### src/epsd_pkg.sv
// Package for the encoder PID straight-drive controller.
// Holds the sequencer states, codes, shared multiplier widths and drive constants.
// No dependencies; imported by epsd_mul, encoder_pid_straight_drive and the bench.
package epsd_pkg;

  // shared multiplier: signed 27 x signed 25 (gains enter zero-extended)
  localparam int MUL_A_W = 27;
  localparam int MUL_B_W = 25;
  localparam int PROD_W  = MUL_A_W + MUL_B_W;

  localparam logic [6:0]  MIN_DRIVE    = 7'd5;
  localparam logic [6:0]  MAX_DRIVE    = 7'd100;
  localparam logic [2:0]  SETTLE_LIMIT = 3'd5;
  localparam logic [2:0]  SETTLE_MAX   = 3'd7;
  // pid clip level, 100 in Q.17
  localparam logic [23:0] PID_MAX      = 24'd13107200;
  // floor(x/100) == (x*5243) >> 19 for x below 12800
  localparam logic [12:0] RECIP_100    = 13'd5243;
  localparam logic [60:0] ITERM_SAT    = 61'h1000_0000_0000_0000;
  localparam logic [47:0] SUM_MAX      = 48'h7FFF_FFFF_FFFF;
  localparam logic [47:0] SUM_MIN      = 48'h8000_0000_0000;

  typedef enum logic [0:0] {
    OP_START = 1'b0,
    OP_TICK  = 1'b1
  } op_t;

  typedef enum logic [2:0] {
    REG_GAIN_PROP   = 3'd0,
    REG_GAIN_INTEG  = 3'd1,
    REG_GAIN_DERIV  = 3'd2,
    REG_CNT_PER_IN  = 3'd3,
    REG_SETTLE_THR  = 3'd4
  } reg_idx_t;

  typedef enum logic [3:0] {
    ST_IDLE,
    ST_TGT_MUL,
    ST_TGT_FIN,
    ST_ERR,
    ST_SUM,
    ST_MUL_P,
    ST_MUL_D,
    ST_MUL_ILO,
    ST_MUL_IHI,
    ST_ICLIP,
    ST_IADD,
    ST_CLIP,
    ST_SCALE,
    ST_RECIP,
    ST_DRIVE,
    ST_EMIT
  } state_t;

endpackage

### src/epsd_mul.sv
// Shared signed multiplier with registered product.
// Depends on epsd_pkg for operand and product widths.
module epsd_mul
  import epsd_pkg::*;
(
  input  logic                      clk,
  input  logic signed [MUL_A_W-1:0] op_a,
  input  logic signed [MUL_B_W-1:0] op_b,
  output logic signed [PROD_W-1:0]  prod_r
);

  // operands sign-extended to full width before the multiply
  always_ff @(posedge clk) begin
    prod_r <= PROD_W'(op_a) * PROD_W'(op_b);
  end

endmodule

### config.mk
export PLATFORM = sky130hd
export DESIGN_NAME = epsd_mul
export DESIGN_NICKNAME = d
export VERILOG_FILES = /design/src/epsd_pkg.sv /design/src/epsd_mul.sv
export SDC_FILE = /design/constraint.sdc
export NUM_CORES = 2
export LEC_CHECK = 0
export BUFFER_PORTS_ARGS = -buffer_cell sky130_fd_sc_hd__buf_4
export CAP_MARGIN = 5
export CORE_MARGIN = 4
export CORE_UTILIZATION = 55
export DETAILED_ROUTE_END_ITERATION = 10
export PLACE_DENSITY = 0.75
export SLEW_MARGIN = 15
export SYNTH_ARGS = -nofsm -noshare
export SYNTH_HDL_FRONTEND = slang
export SYNTH_SLANG_ARGS = --single-unit
### constraint.sdc
create_clock -name clk -period 10.76 [get_ports clk]
set_clock_uncertainty 0.2 [all_clocks]
set_input_delay 1.614 -clock clk [delete_from_list [all_inputs] [get_ports clk]]
set_output_delay 1.614 -clock clk [all_outputs]
set_load 0.02 [all_outputs]
==> flow_metrics.py <==
metrics = {
    "synthesis": {
        "syn_area_mm2": 0.02555,
        "async_reset_ff_share_pct": 0,
        "syn_area_per_cell_um2": 9.336,
        "yosysUniqueCellTypes": 57,
        "ys_ff_latch": 52,
        "ys_warn_count": 0,
        "ys_seq_area_share_pct": 4.074,
        "ys.flop_type": "dfxtp_1",
        "syn_nets": 3639,
        "syn_inst": 2737,
        "synth-edff-count": 0,
    },
    "floorplan": {
        "fp.dieW_um": 223.5,
        "placementRows": 78,
        "fp.dieArea_mm2": 0.04997,
        "coreArea_mm2": 0.04567,
        "io_pins": 105,
        "initial_core_util_pct": 55.94,
        "die_h_um": 223.5,
    },
    "cts": {
        "tritoncts": "done",
        "root_buffer": "clkbuf_16",
        "clockBufferDepth": 2,
        "cts_buffers": 5,
        "cts_resized": 0,
        "cts.sink_count": 52,
        "clk_pin_slew_ns": 0.09,
        "post_cts_buffers": 0,
        "hold_buffers": 0,
        "cts-htree-levels": 2,
    },
    "routing": {
        "detail_route.vias_per_cell": 5.432,
        "drt_pass1_iterations": 7,
        "dr.first_iter.drc_count": 1404,
        "drc": 0,
        "ant_nets": 0,
        "wl_per_cell_um": 19.65,
        "vias": 18070,
        "wirelength_um": 65360,
    },
    "global_routing": {
        "grt_pass1_wl_um": 109500,
        "grt_start_max_net_pins": 28,
        "overflow": 0,
        "grtUsageTotal_pct": 27.90,
        "grt_pass1_vias": 20670,
        "grt_antenna_before_repair": 0,
    },
    "sta": {
        "hold_viol": 0,
        "setup_viol": 0,
        "finalHoldWorstSlack_ns": 1.524,
        "period_share_pct": 86.78,
        "maxSlewHeadroom_pct": 41.22,
        "period_needed_ns": 9.338,
        "slew_violations": 0,
        "tns_ns": 0,
        "worst_slack_ns": 1.422,
        "worst_slew_pin_slew_ns": 0.8791,
        "rsz0062_at_grt": "no",
        "clock.fmax_mhz": 107.1,
    },
    "setup_path": {
        "critPathCaptureType": "register",
        "path_max_fanout": 25,
        "crit_type": "primary input to register",
        "required_ns": 10.80,
        "start_kind": "primary input",
        "arrival_ns": 9.37,
    },
    "finish": {
        "reg_top3": "prod_r x52",
        "areaGrowthSynthToFinish_pct": 4.774,
        "final_common_cell": "inv_1",
        "fillCellCount": 3953,
        "final_util_pct": 58.62,
        "fin_nets": 3627,
        "final_cell_mix": "inv_1, fa_1, nand2_1",
        "drive_above_1_share_pct": 4.769,
        "antenna_cells": 0,
        "largest_register_ffs": 52,
        "regMostFlops": "prod_r",
    },
    "worst_hold_path": {
        "whs_path_depth": 2,
        "min_to": "prod_r[0]",
        "hold_path.class": "primary input to register",
        "hp-start": "op_b[0]",
    },
    "place": {
        "dp_hpwl_um": 52810,
        "preCtsSetupSlack_ns": 1.128,
        "gp_congestion": 0.8792,
        "io_buffers": 104,
    },
    "outcome": {
        "status": "finished clean",
    },
    "flow_run": {
        "cap_violations": 0,
    },
}
[routing by layer]
metal,part of all wire [%],routed length [um],track usage [%],up-vias
li1,-,-,-,7746
met1,39,25400,36.98,9329
met2,49,31960,46.83,841
met3,8.5,5572,5.347,151
met4,3.7,2417,9.326,0
met5,0,0,0,-
[through the flow]
step | instances | cell area, um^2
detailed placement | 3318 | 26620
floorplan | 2737 | 25550
global placement | 3318 | 26620
finish | 3326 | 26770
global route | 3326 | 26770
CTS | 3326 | 26770
[cells in the mapped netlist (2+ instances only)]
library cell | n | area [um^2]
and3_1 | 6 | 37.54
dfxtp_1 | 52 | 1041
a21oi_2 | 2 | 17.52
mux2i_1 | 2 | 20.02
o211ai_1 | 7 | 52.55
nand2b_1 | 12 | 75.07
xnor2_1 | 37 | 324.1
xor2_1 | 21 | 183.9
inv_1 | 729 | 2736
o31ai_2 | 2 | 25.02
buf_2 | 2 | 10.01
o21ai_2 | 2 | 17.52
a311oi_1 | 2 | 17.52
nand2_1 | 357 | 1340
nand3_1 | 12 | 60.06
a31o_2 | 2 | 17.52
o21a_1 | 4 | 30.03
nor2_1 | 42 | 157.7
nor3b_1 | 2 | 15.01
ha_1 | 145 | 1814
buf_1 | 4 | 15.01
and2_1 | 334 | 2090
fa_1 | 704 | 14090
a31oi_1 | 9 | 56.30
a211oi_1 | 4 | 30.03
a21boi_0 | 3 | 22.52
a21oi_1 | 40 | 200.2
clkbuf_1 | 117 | 439.2
nand4_1 | 6 | 37.54
o21ai_0 | 18 | 90.09
o21ai_1 | 2 | 10.01
and4_1 | 2 | 17.52
a21o_1 | 19 | 142.6
nor2b_1 | 3 | 18.77
nor3_1 | 4 | 20.02
o21bai_1 | 7 | 52.55
[critical path: stages]
cell	delay, ns
buf_4	0.29
nand2_1	0.16
inv_1	0.16
fa_1	0.57
fa_1	0.49
fa_1	1.00
inv_1	0.44
fa_1	0.60
inv_1	0.06
fa_1	0.53
inv_1	0.05
fa_1	0.50
inv_1	0.05
ha_1	0.38
nand4_1	0.30
or3_1	0.49
a211oi_2	0.47
o311ai_1	0.24
a21boi_1	0.43
a21o_1	0.27
a31oi_1	0.12
xnor2_1	0.14
[cell families (layout without fill, tap and decap cells)]
group / after synthesis / count (layout) / share of synthesized area (%)
flops: 52 / 52 / 4.074
mux: 2 / 2 / 0.07835
buf+inv: 852 / 841 / 12.53
xor+xnor: 58 / 58 / 1.988
simple gates: 786 / 786 / 15.31
compound gates: 138 / 138 / 3.766
fa+ha+maj: 849 / 849 / 62.26
[area by class of cell]
class / instances / area, um^2 / area share [%]
clock buffers: 5 / 125.1 / 0.4674
clock inverters: 3 / 27.53 / 0.1028
inverters: 729 / 2736 / 10.22
multi-input cells: 1833 / 21310 / 79.60
flip-flops and latches: 52 / 1041 / 3.888
well taps: 600 / 750.7 / 2.804
repair buffers: 104 / 780.7 / 2.916
[worst max-delay path by stage]
| stage | startpoint | to | slack [ns] | depth (start not counted) |
|---|---|---|---|---|
| global route | op_a[26] | prod_r[47] | 1.08 | 22 |
| global placement | op_a[26] | prod_r[47] | 1.21 | 22 |
| CTS | op_a[26] | prod_r[47] | 1.48 | 23 |
| finish | op_a[26] | prod_r[47] | 1.42 | 22 |
| detailed placement | op_a[26] | prod_r[47] | 1.13 | 23 |
| floorplan | op_a[26] | prod_r[51] | 2.41 | 24 |
Power is left out: the tool's default activity adds up to more than one toggle a clock period on the data nets, which glitch-free logic cannot reach.
